File: src/rtl/core/plcm_pkg.sv
package plcm_pkg;

    localparam int unsigned MAX_POINTS = 8;
    localparam int unsigned LVL_W    = 8;
    localparam int unsigned CHAN_N   = 3;
    localparam int unsigned POINT_W  = 32;
    localparam int unsigned WORD_W   = 64;
    localparam int unsigned COUNT_W  = 4;
    localparam int unsigned INDEX_W  = 3;
    localparam int unsigned PROD_W   = 16;
    localparam int unsigned NUM_W    = 17;
    localparam int unsigned DVS_W    = 9;
    localparam int unsigned DIV_STEPS = 4;

    // register indexes on the configuration port
    localparam logic [INDEX_W-1:0] REG_POINT_COUNT = 3'd0;
    localparam logic [INDEX_W-1:0] REG_POINTS_FIRST = 3'd1;
    localparam logic [INDEX_W-1:0] REG_POINTS_LAST  = 3'd4;

    typedef logic [CHAN_N-1:0][LVL_W-1:0] t_color;

    // one item inside the divider pipeline
    typedef struct packed {
        logic                          direct;
        logic [DVS_W-1:0]              dvs;
        logic [CHAN_N-1:0][NUM_W-1:0]  rem;
        t_color                        quo;
    } t_div_item;

endpackage

File: src/rtl/core/plcm_div_stage.sv
module plcm_div_stage #(
    parameter int unsigned HI_BIT = 7
) (
    input  logic                 i_clk,
    input  logic                 i_en,
    input  plcm_pkg::t_div_item  i_item,
    output plcm_pkg::t_div_item  o_item
);
    import plcm_pkg::*;

    t_div_item r_item;
    t_div_item n_item;

    // two restoring quotient bits per stage
    always_comb begin
        logic [NUM_W:0] trial;
        n_item = i_item;
        trial  = '0;
        if (!i_item.direct) begin
            for (int k = 0; k < CHAN_N; k++) begin
                for (int j = 0; j < 2; j++) begin
                    trial = {1'b0, n_item.rem[k]}
                          - ((NUM_W+1)'(n_item.dvs) << (HI_BIT - j));
                    if (!trial[NUM_W]) begin
                        n_item.rem[k] = trial[NUM_W-1:0];
                        n_item.quo[k][HI_BIT - j] = 1'b1;
                    end
                end
            end
        end
    end

    always_ff @(posedge i_clk) begin
        if (i_en) begin
            r_item <= n_item;
        end
    end

    assign o_item = r_item;

endmodule

File: src/rtl/core/piecewise_linear_colormap_top.sv
// Gray to RGB color lookup by piecewise linear interpolation between up to
// MAX_POINTS control points (gray, red, green, blue bytes) set through the
// configuration port. One pixel per clock is taken unless the output is held and
// all stages are full, and one RGB result is given per pixel through these stages:
// one stage compares the pixel against all segment ends, one picks the segment,
// one multiplies, one forms the rounded numerator, and a four-stage divider
// retires two quotient bits per stage. Each stage moves independently, so
// bubbles collapse and input keeps flowing while a result waits until all eight
// stages are full. Configuration writes are taken in any cycle out of reset but
// must only be issued while the pipeline is empty.
module piecewise_linear_colormap_top (
    input  logic                           i_clk,
    input  logic                           i_rst_n,
    // configuration write channel
    input  logic                           i_cfg_valid,
    output logic                           o_cfg_ready,
    input  logic [plcm_pkg::INDEX_W-1:0]   i_cfg_index,
    input  logic [plcm_pkg::WORD_W-1:0]    i_cfg_data,
    // pixel in
    input  logic                           s_axis_tvalid,
    output logic                           s_axis_tready,
    input  logic [7:0]                     s_axis_tdata,  // gray_level[7:0]
    // color out
    output logic                           m_axis_tvalid,
    input  logic                           m_axis_tready,
    output logic [23:0]                    m_axis_tdata   // red[7:0], green[15:8], blue[23:16]
);
    import plcm_pkg::*;

    localparam int unsigned WORD_N = (MAX_POINTS + 1) / 2;
    localparam int unsigned PT_N   = 2 * WORD_N;
    localparam int unsigned SEG_N  = MAX_POINTS - 1;
    localparam int unsigned SEL_W  = $clog2(MAX_POINTS);
    localparam int unsigned CNT_W  = $clog2(MAX_POINTS + 1);
    localparam int unsigned STG_N  = 4 + DIV_STEPS;

    // configuration
    logic [COUNT_W-1:0]   r_count;
    logic [POINT_W-1:0]   r_points [PT_N];
    logic [CNT_W-1:0]     n_eff;

    assign o_cfg_ready = i_rst_n;

    always_ff @(posedge i_clk) begin
        if (!i_rst_n) begin
            r_count <= COUNT_W'(2);
            for (int p = 0; p < PT_N; p++) begin
                r_points[p] <= (p == 1) ? {POINT_W{1'b1}} : {POINT_W{1'b0}};
            end
        end else if (i_cfg_valid && o_cfg_ready) begin
            if (i_cfg_index == REG_POINT_COUNT) begin
                r_count <= i_cfg_data[COUNT_W-1:0];
            end else if (i_cfg_index >= REG_POINTS_FIRST && i_cfg_index <= REG_POINTS_LAST) begin
                for (int w = 0; w < WORD_N; w++) begin
                    if (int'(i_cfg_index - REG_POINTS_FIRST) == w) begin
                        r_points[2*w]   <= i_cfg_data[POINT_W-1:0];
                        r_points[2*w+1] <= i_cfg_data[WORD_W-1:POINT_W];
                    end
                end
            end
        end
    end

    always_comb begin
        priority if (r_count < COUNT_W'(2)) begin
            n_eff = CNT_W'(2);
        end else if (int'(r_count) > int'(MAX_POINTS)) begin
            n_eff = CNT_W'(MAX_POINTS);
        end else begin
            n_eff = CNT_W'(r_count);
        end
    end

    // per-stage flow control
    logic [STG_N-1:0] r_vld;
    logic [STG_N-1:0] rdy;

    always_comb begin
        rdy[STG_N-1] = !r_vld[STG_N-1] || m_axis_tready;
        for (int k = STG_N - 2; k >= 0; k--) begin
            rdy[k] = !r_vld[k] || rdy[k+1];
        end
    end

    always_ff @(posedge i_clk) begin
        if (!i_rst_n) begin
            r_vld <= '0;
        end else begin
            if (rdy[0]) begin
                r_vld[0] <= s_axis_tvalid;
            end
            for (int k = 1; k < STG_N; k++) begin
                if (rdy[k]) begin
                    r_vld[k] <= r_vld[k-1];
                end
            end
        end
    end

    assign s_axis_tready = rdy[0] && i_rst_n;

    // stage 1: compare against every segment end
    logic [7:0]       r_s1_gray;
    logic [SEG_N-1:0] r_s1_hit;
    logic             r_s1_below;
    logic [SEG_N-1:0] n_s1_hit;

    always_comb begin
        for (int i = 0; i < SEG_N; i++) begin
            n_s1_hit[i] = (int'(n_eff) > i + 1) && (s_axis_tdata <= r_points[i+1][7:0]);
        end
    end

    always_ff @(posedge i_clk) begin
        if (rdy[0]) begin
            r_s1_gray  <= s_axis_tdata;
            r_s1_hit   <= n_s1_hit;
            r_s1_below <= s_axis_tdata < r_points[0][7:0];
        end
    end

    // stage 2: pick the first qualifying segment and classify
    logic [2*POINT_W-1:0] seg_pair [SEG_N];
    logic [2*POINT_W-1:0] pair;
    logic [SEL_W-1:0]     sel;
    logic [7:0]           g0;
    logic [7:0]           g1;
    t_color               col_lo;
    t_color               col_hi;
    logic                 n_s2_direct;
    t_color               n_s2_color;

    logic                 r_s2_direct;
    t_color               r_s2_color;
    t_color               r_s2_c0;
    t_color               r_s2_c1;
    logic [7:0]           r_s2_w;
    logic [7:0]           r_s2_t;
    logic [7:0]           r_s2_u;

    always_comb begin
        for (int i = 0; i < SEG_N; i++) begin
            seg_pair[i] = {r_points[i+1], r_points[i]};
        end
        // no hit falls back to the last segment, whose upper point is the last one
        sel = SEL_W'(int'(n_eff) - 2);
        for (int i = SEG_N - 1; i >= 0; i--) begin
            if (r_s1_hit[i]) begin
                sel = SEL_W'(i);
            end
        end
        pair   = seg_pair[sel];
        g0     = pair[7:0];
        g1     = pair[POINT_W+7:POINT_W];
        col_lo = pair[POINT_W-1:8];
        col_hi = pair[2*POINT_W-1:POINT_W+8];

        n_s2_direct = 1'b1;
        priority if (r_s1_below) begin
            n_s2_color = r_points[0][POINT_W-1:8];
        end else if (!(|r_s1_hit)) begin
            n_s2_color = col_hi;
        end else if (g1 == g0) begin
            n_s2_color = col_hi;
        end else if (g1 < g0 || r_s1_gray < g0) begin
            n_s2_color = col_lo;
        end else begin
            n_s2_color  = col_lo;
            n_s2_direct = 1'b0;
        end
    end

    always_ff @(posedge i_clk) begin
        if (rdy[1]) begin
            r_s2_direct <= n_s2_direct;
            r_s2_color  <= n_s2_color;
            r_s2_c0     <= col_lo;
            r_s2_c1     <= col_hi;
            r_s2_w      <= g1 - g0;
            r_s2_t      <= r_s1_gray - g0;
            r_s2_u      <= g1 - r_s1_gray;
        end
    end

    // stage 3: weighted products c0*(w-t) and c1*t
    logic                          r_s3_direct;
    t_color                        r_s3_color;
    logic [7:0]                    r_s3_w;
    logic [CHAN_N-1:0][PROD_W-1:0] r_s3_p0;
    logic [CHAN_N-1:0][PROD_W-1:0] r_s3_p1;

    always_ff @(posedge i_clk) begin
        if (rdy[2]) begin
            r_s3_direct <= r_s2_direct;
            r_s3_color  <= r_s2_color;
            r_s3_w      <= r_s2_w;
            for (int k = 0; k < CHAN_N; k++) begin
                r_s3_p0[k] <= PROD_W'(r_s2_c0[k]) * PROD_W'(r_s2_u);
                r_s3_p1[k] <= PROD_W'(r_s2_c1[k]) * PROD_W'(r_s2_t);
            end
        end
    end

    // stage 4: rounded numerator 2*num + w over divisor 2*w
    t_div_item div_pipe [DIV_STEPS+1];
    t_div_item r_s4_item;
    t_div_item n_s4_item;

    always_comb begin
        logic [PROD_W-1:0] sum;
        sum = '0;
        n_s4_item.direct = r_s3_direct;
        n_s4_item.dvs    = {r_s3_w, 1'b0};
        n_s4_item.quo    = r_s3_direct ? r_s3_color : '0;
        for (int k = 0; k < CHAN_N; k++) begin
            sum = r_s3_p0[k] + r_s3_p1[k];
            n_s4_item.rem[k] = {sum, 1'b0} + NUM_W'(r_s3_w);
        end
    end

    always_ff @(posedge i_clk) begin
        if (rdy[3]) begin
            r_s4_item <= n_s4_item;
        end
    end

    assign div_pipe[0] = r_s4_item;

    // stages 5 to 8: divider, two quotient bits each
    for (genvar d = 0; d < DIV_STEPS; d++) begin : g_div
        plcm_div_stage #(
            .HI_BIT(2 * (DIV_STEPS - d) - 1)
        ) u_div_stage (
            .i_clk  (i_clk),
            .i_en   (rdy[4+d]),
            .i_item (div_pipe[d]),
            .o_item (div_pipe[d+1])
        );
    end

    assign m_axis_tvalid = r_vld[STG_N-1];
    assign m_axis_tdata  = div_pipe[DIV_STEPS].quo;

`ifndef SYNTH
    // an empty first stage always takes a pixel
    a_accept_empty: assert property (@(posedge i_clk) disable iff (!i_rst_n)
        !r_vld[0] |-> s_axis_tready)
        else $error("input stalled with empty first stage");

    // an input transfer lands in the first stage
    a_input_lands: assert property (@(posedge i_clk) disable iff (!i_rst_n)
        s_axis_tvalid && s_axis_tready |=> r_vld[0])
        else $error("accepted pixel lost at first stage");

    // finished interpolation leaves a remainder below the divisor
    a_div_done: assert property (@(posedge i_clk) disable iff (!i_rst_n)
        m_axis_tvalid && !div_pipe[DIV_STEPS].direct |->
            div_pipe[DIV_STEPS].rem[0] < NUM_W'(div_pipe[DIV_STEPS].dvs) &&
            div_pipe[DIV_STEPS].rem[1] < NUM_W'(div_pipe[DIV_STEPS].dvs) &&
            div_pipe[DIV_STEPS].rem[2] < NUM_W'(div_pipe[DIV_STEPS].dvs))
        else $error("divider remainder not reduced");
`endif

endmodule

File: config.mk
export PLATFORM = sky130hd
export DESIGN_NAME = piecewise_linear_colormap_top
export DESIGN_NICKNAME = d
export VERILOG_FILES = /design/src/rtl/core/plcm_pkg.sv /design/src/rtl/core/plcm_div_stage.sv /design/src/rtl/core/piecewise_linear_colormap_top.sv
export SDC_FILE = /design/constraint.sdc
export NUM_CORES = 2
export LEC_CHECK = 0
export BUFFER_PORTS_ARGS = -buffer_cell sky130_fd_sc_hd__buf_2
export CAP_MARGIN = 0
export CORE_MARGIN = 3
export CORE_UTILIZATION = 40
export CTS_CLUSTER_DIAMETER = 60
export DETAILED_ROUTE_END_ITERATION = 16
export PLACE_DENSITY_LB_ADDON = 0.3
export SYNTH_ARGS = -nofsm -noshare
export SYNTH_HDL_FRONTEND = slang
export SYNTH_SLANG_ARGS = --single-unit
File: constraint.sdc
create_clock -name i_clk -period 11.4 [get_ports i_clk]
set_input_delay 1.71 -clock i_clk [delete_from_list [all_inputs] [get_ports i_clk]]
set_output_delay 1.71 -clock i_clk [all_outputs]
set_load 0.01 [all_outputs]
* Yosys cells after proc, flatten, opt, wreduce, memory -nomap -nowiden
Memories as Yosys holds them, arrays and structs flattened.
Cells that the tools add are included.
** Cells by class
- $add $sub $neg :: 35
- $mul :: 6
- Magnitude comparators :: 22
- Eq/ne operators :: 4
- Muxes and demuxes :: 120
- Bitwise logic cells :: 10
- Reductions and logical operators :: 32
** Operators by type and width (count)
- 17-bit two-way mux :: 33
- 32-bit two-way mux :: 8
- 64-bit binary-select mux with 3-bit select :: 1
- 64-bit two-way mux :: 2
- 51-bit two-way mux :: 2
- 8-bit by 8-bit multiplier with 16-bit output :: 6
- 24-bit two-way mux :: 3
- 8-bit <= comparator :: 7
- 17-bit by 10-bit subtractor with 18-bit output :: 3
- 17-bit by 11-bit subtractor with 18-bit output :: 3
- 17-bit by 12-bit subtractor with 18-bit output :: 3
- 17-bit by 13-bit subtractor with 18-bit output :: 3
- 17-bit by 14-bit subtractor with 18-bit output :: 3
- 17-bit by 15-bit subtractor with 18-bit output :: 3
- 17-bit by 16-bit subtractor with 18-bit output :: 3
- 17-bit by 9-bit subtractor with 18-bit output :: 3
- 53-bit two-way mux :: 1
- 17-bit by 8-bit adder with 17-bit output :: 3
- 1-bit two-way mux :: 50
- 16-bit adder :: 3
- 32-bit zero test :: 1
- 8-bit less-than comparator :: 3
- 8-bit subtractor :: 3
- 2-bit two-way mux :: 11
- other kinds (25) :: 68
** Storage, ports and cells
- Register bits after elaboration :: 614
- RAM bits :: 256
- Input bits :: 80
- Output and inout port bits :: 27
- Word-level logic and storage cells :: 301
- Memories kept :: 1
** Memory list
- r_points :: depth 8, width 32, read ports 8, clocked after memory_dff 0, wr ports 8, line piecewise_linear_colormap_top.sv:39 : logic [POINT_W-1:0] r_points [PT_N];

* Longest topological paths before layout
- Depth in word-level cells :: 19
- Mapped depth :: 24
- Gate-level depth less buffers :: 22

* By module
A second synthesis with hierarchy kept.
** Second synthesis, totals
- Cells, all modules :: 6774
- Area total of the unflattened synthesis :: 68862.3 sq um
** Modules (own cells, without submodules)
- piecewise_linear_colormap_top :: times used 1, cells each 3939, area each 41673.7 sq um, sequential area each 17626.9 sq um
- plcm_div_stage (g_div[3].u_div_stage) :: times used 1, cells each 803, area each 7422.1 sq um, sequential area each 2552.4 sq um
- plcm_div_stage (g_div[2].u_div_stage) :: times used 1, cells each 766, area each 7055.5 sq um, sequential area each 2552.4 sq um
- plcm_div_stage (g_div[1].u_div_stage) :: times used 1, cells each 696, area each 6670.1 sq um, sequential area each 2552.4 sq um
- plcm_div_stage (g_div[0].u_div_stage) :: times used 1, cells each 570, area each 6040.8 sq um, sequential area each 2552.4 sq um

* Worst setup path after synthesis
Ideal clock, no wire load.
- Path type :: input -> register
- Start point :: input i_cfg_index[1] in the netlist's numbering
- End point :: memory r_points[4][0] (netlist: r_points[0][128]), enable pin
- Library setup time :: 0.574 ns
- Arrival :: 7.075 ns
- Required time :: 10.826 ns
- Path slack :: 3.750 ns
- Cell stages on the path :: 8
- Buffers on the path :: 0
- Path through :: nor2_1 -> inv_1 -> ha_1 -> nor2_1 -> nand4_1 -> nor2_1 -> nand2_1 -> o21ai_0
** RTL lines
- start: declaration :: line piecewise_linear_colormap_top.sv:17 : input logic [plcm_pkg::INDEX_W-1:0] i_cfg_index,
- end: declaration :: line piecewise_linear_colormap_top.sv:39

==> flow_summary.yaml <==
critical_path:
  cp_max_fo: 16
  crit_arrival_ns: 6.74
  critPathCaptureType: "register"
  cp_slowest_cell: "o41ai_4"
  criticalPathCategory: "reg2reg"
  critPathLaunchType: "register"
  crit_path_frequent_cell: "o21ai_0"
  critPathRequiredTime_ns: 11.83
  crit_chain: "inv_1 > ha_1 > nor2b_1 > o21ai_0 > a21boi_0 > o31a_1 > o41ai_4 > o21ai_0 > fa_1 > a21oi_1 > nor2_1 > nor2_1 > o21bai_1 > a21oi_1 > o21ai_0 > nor4b_4 > nand4_2 > and2_1 > or2_1"
  cp_slowest_stage_delay_ns: 0.73
floorplan:
  core_area_um2: 153000
  die_w_um: 399
  boundaryPins: 107
  start_util_pct: 40.5
  design.die.area_um2: 159000
  rows: 143
  die_h_um: 399
clock_network:
  clock_insertion_delay_worst_skew_ns: 0.72
  ctsResizeCount: 0
  cts_tree: "built"
  cts_setup_buffers: 0
  root_buffer: "clkbuf_16"
  clock-sinks: 858
  numCtsBuffers: 100
  path_clk_slew_ns: 0.06
  cts-htree-levels: 3
  clockBufferDepth: 3
  cts_hold_buf: 0
synth:
  yosysSeqAreaShare_pct: 41.5
  synth_top_area_share_pct: 41.1
  ys_warn_count: 0
  synth_edf_count: 846
  synthFlopType: "edfxtp_1"
  yosysMostFrequentCell: "edfxtp_1"
  netlist_top_cells_area: "edfxtp_1, ha_1, fa_1"
  postSynth.asyncResetShare_pct: 0
  ys_ff_latch: 858
  synth_top_area_cell: "edfxtp_1"
  synth_cells: 6009
  syn-num-nets: 6892
  yosys-top-cells-count: "edfxtp_1, inv_1, nand2_1"
  yosysUniqueCellTypes: 116
  synth_area_um2: 61900
  synth.avg_cell_area_um2: 10.3
grt:
  grt_max_degree: 127
  grt_pass1_vias: 42100
  track_usage_pct: 18.7
  antenna_found_initial: 12
  grt_pass1_wl_um: 236000
  grt_overflow: 0
final_layout:
  ff_latch_area_um2: 25600
  multi_input_area_um2: 33000
  fin_nets: 6920
  final_layout_size_suffix_gt1_share_pct: 6.93
  synthToLayoutAreaGrowth_pct: 9.40
  fillers: 14400
timing:
  tightest_slew_ns: 1.06
  slew_viol_final: 0
  clock.fmax_mhz: 159
  finalSetupTns_ns: 0
  hold_viol: 0
  maxSlewHeadroom_pct: 29.2
  setup_violations: 0
  rsz0062_at_grt: "false"
  skew_ns: 0.0389
  min_period_over_period_pct: 55.3
  min_period_ns: 6.31
placed_design:
  portBuffers: 106
  gp_congestion: 0.906
  hpwl_um: 112000
worst_hold_path:
  min-delay-path-class: "reg2reg"
route:
  drtPass1Iterations: 6
  drc_errors: 0
  totalWireLength_um: 149000
  drtIter0Drc: 2643
  avgViaCountPerCell: 5.24
  antenna_left: 0
  vias: 42800
  drt-wirelength-per-cell_um: 18.3
run_status:
  outcome: "finished, final reports clean"
run:
  max_cap_violations: 0
## registers in the layout, summed over array words and instances, names as in the netlist
name / count
r_s2_color: 24
r_s3_direct: 1
g_div.u_div_stage.o_item: 267
r_s3_w: 8
r_count: 4
r_s2_c0: 24
r_s1_below: 1
r_s3_p1: 48
r_points: 256
r_s3_color: 24
r_s2_direct: 1
div_pipe: 81
r_vld: 8
r_s1_hit: 7
r_s1_gray: 8
r_s2_t: 8
r_s2_c1: 24
r_s3_p0: 48
r_s2_w: 8
r_s2_u: 8
## cell usage in the layout (no fill, tap or decap), types with 181 or more instances in the layout
master    synthesis  final
inv_1           618    615
edfxtp_1        846    846
a21oi_1         369    369
nor2_1          278    274
o21ai_0         253    251
xnor2_1         181    181
and2_1          557    557
nand2_1         570    565
ha_1            557    557
fa_1            246    246
## critical path, delay by kind of cell (launching register included)
kind,cells,cell delay (ns)
AO/OA/AOI/OAI,9,2.50
adder cells (fa/ha/maj),2,0.82
buffers and inverters,1,0.45
flip-flops,1,0.54
AND/OR/NAND/NOR,7,1.74
## final timing paths
| check | start | to | slack [ns] | depth (start not counted) |
|---|---|---|---|---|
| max | g_div[1].u_div_stage.o_item[77]$_DFFE_PP_ | g_div[2].u_div_stage.o_item[2]$_DFFE_PP_ | 5.09 | 19 |
| min | g_div[2].u_div_stage.o_item[22]$_DFFE_PP_ | g_div[3].u_div_stage.o_item[22]$_DFFE_PP_ | 0.41 | 0 |
| max reg2reg | g_div[1].u_div_stage.o_item[77]$_DFFE_PP_ | g_div[2].u_div_stage.o_item[2]$_DFFE_PP_ | 5.09 | 19 |
| min reg2reg | g_div[2].u_div_stage.o_item[22]$_DFFE_PP_ | g_div[3].u_div_stage.o_item[22]$_DFFE_PP_ | 0.41 | 0 |
## layout make-up
cell class                 count  area share [%]
sequential                   858            37.9
antenna                        5          0.0185
timing repair buffer         147            1.24
multi-input combinational   4310            48.8
clock buffer                 120            3.84
clock inverter                67            1.06
inverter                     620            3.45
tap                         2030            3.75
## kinds of logic (layout without fill, tap and decap cells)
family | after synthesis | count (layout) | synth area share (%)
flip-flops | 858 | 858 | 41.5
adder cells (fa/ha/maj) | 809 | 809 | 19.3
buffers and inverters | 841 | 954 | 5.36
multiplexers | 104 | 104 | 1.74
AND/OR/NAND/NOR | 1963 | 1963 | 16.3
XOR/XNOR | 244 | 244 | 3.51
AO/OA/AOI/OAI | 1190 | 1190 | 12.3
other | 0 | 5 | 0
## per-stage QoR
| step | instance area [um2] | instances | setup slack (ns) | hold slack [ns] | utilization, % |
|---|---|---|---|---|---|
| after floorplan | 61900 | 6009 | 3.75 | 0.400 | - |
| after global placement | 64400 | 7965 | 5.08 | 0.401 | 42.1 |
| after detailed placement | 64400 | 7965 | 5.02 | 0.405 | 42.1 |
| after CTS | 67700 | 8152 | 5.04 | 0.409 | 44.3 |
| after global routing | 67700 | 8152 | 4.57 | 0.422 | 44.3 |
| final | 67700 | 8157 | 5.09 | 0.413 | 44.3 |
## metal layers
layer | share of wire, % | global-route usage (%) | wire [um]
met4 | 2.7 | 5.03 | 3970
met5 | 0.0087 | 0 | 13
met2 | 47 | 31.5 | 70600
met1 | 46 | 25.3 | 68100
met3 | 4.4 | 2.64 | 6490
Power is left out: the tool's default activity adds up to more than one toggle a clock period on the data nets, which glitch-free logic cannot reach.
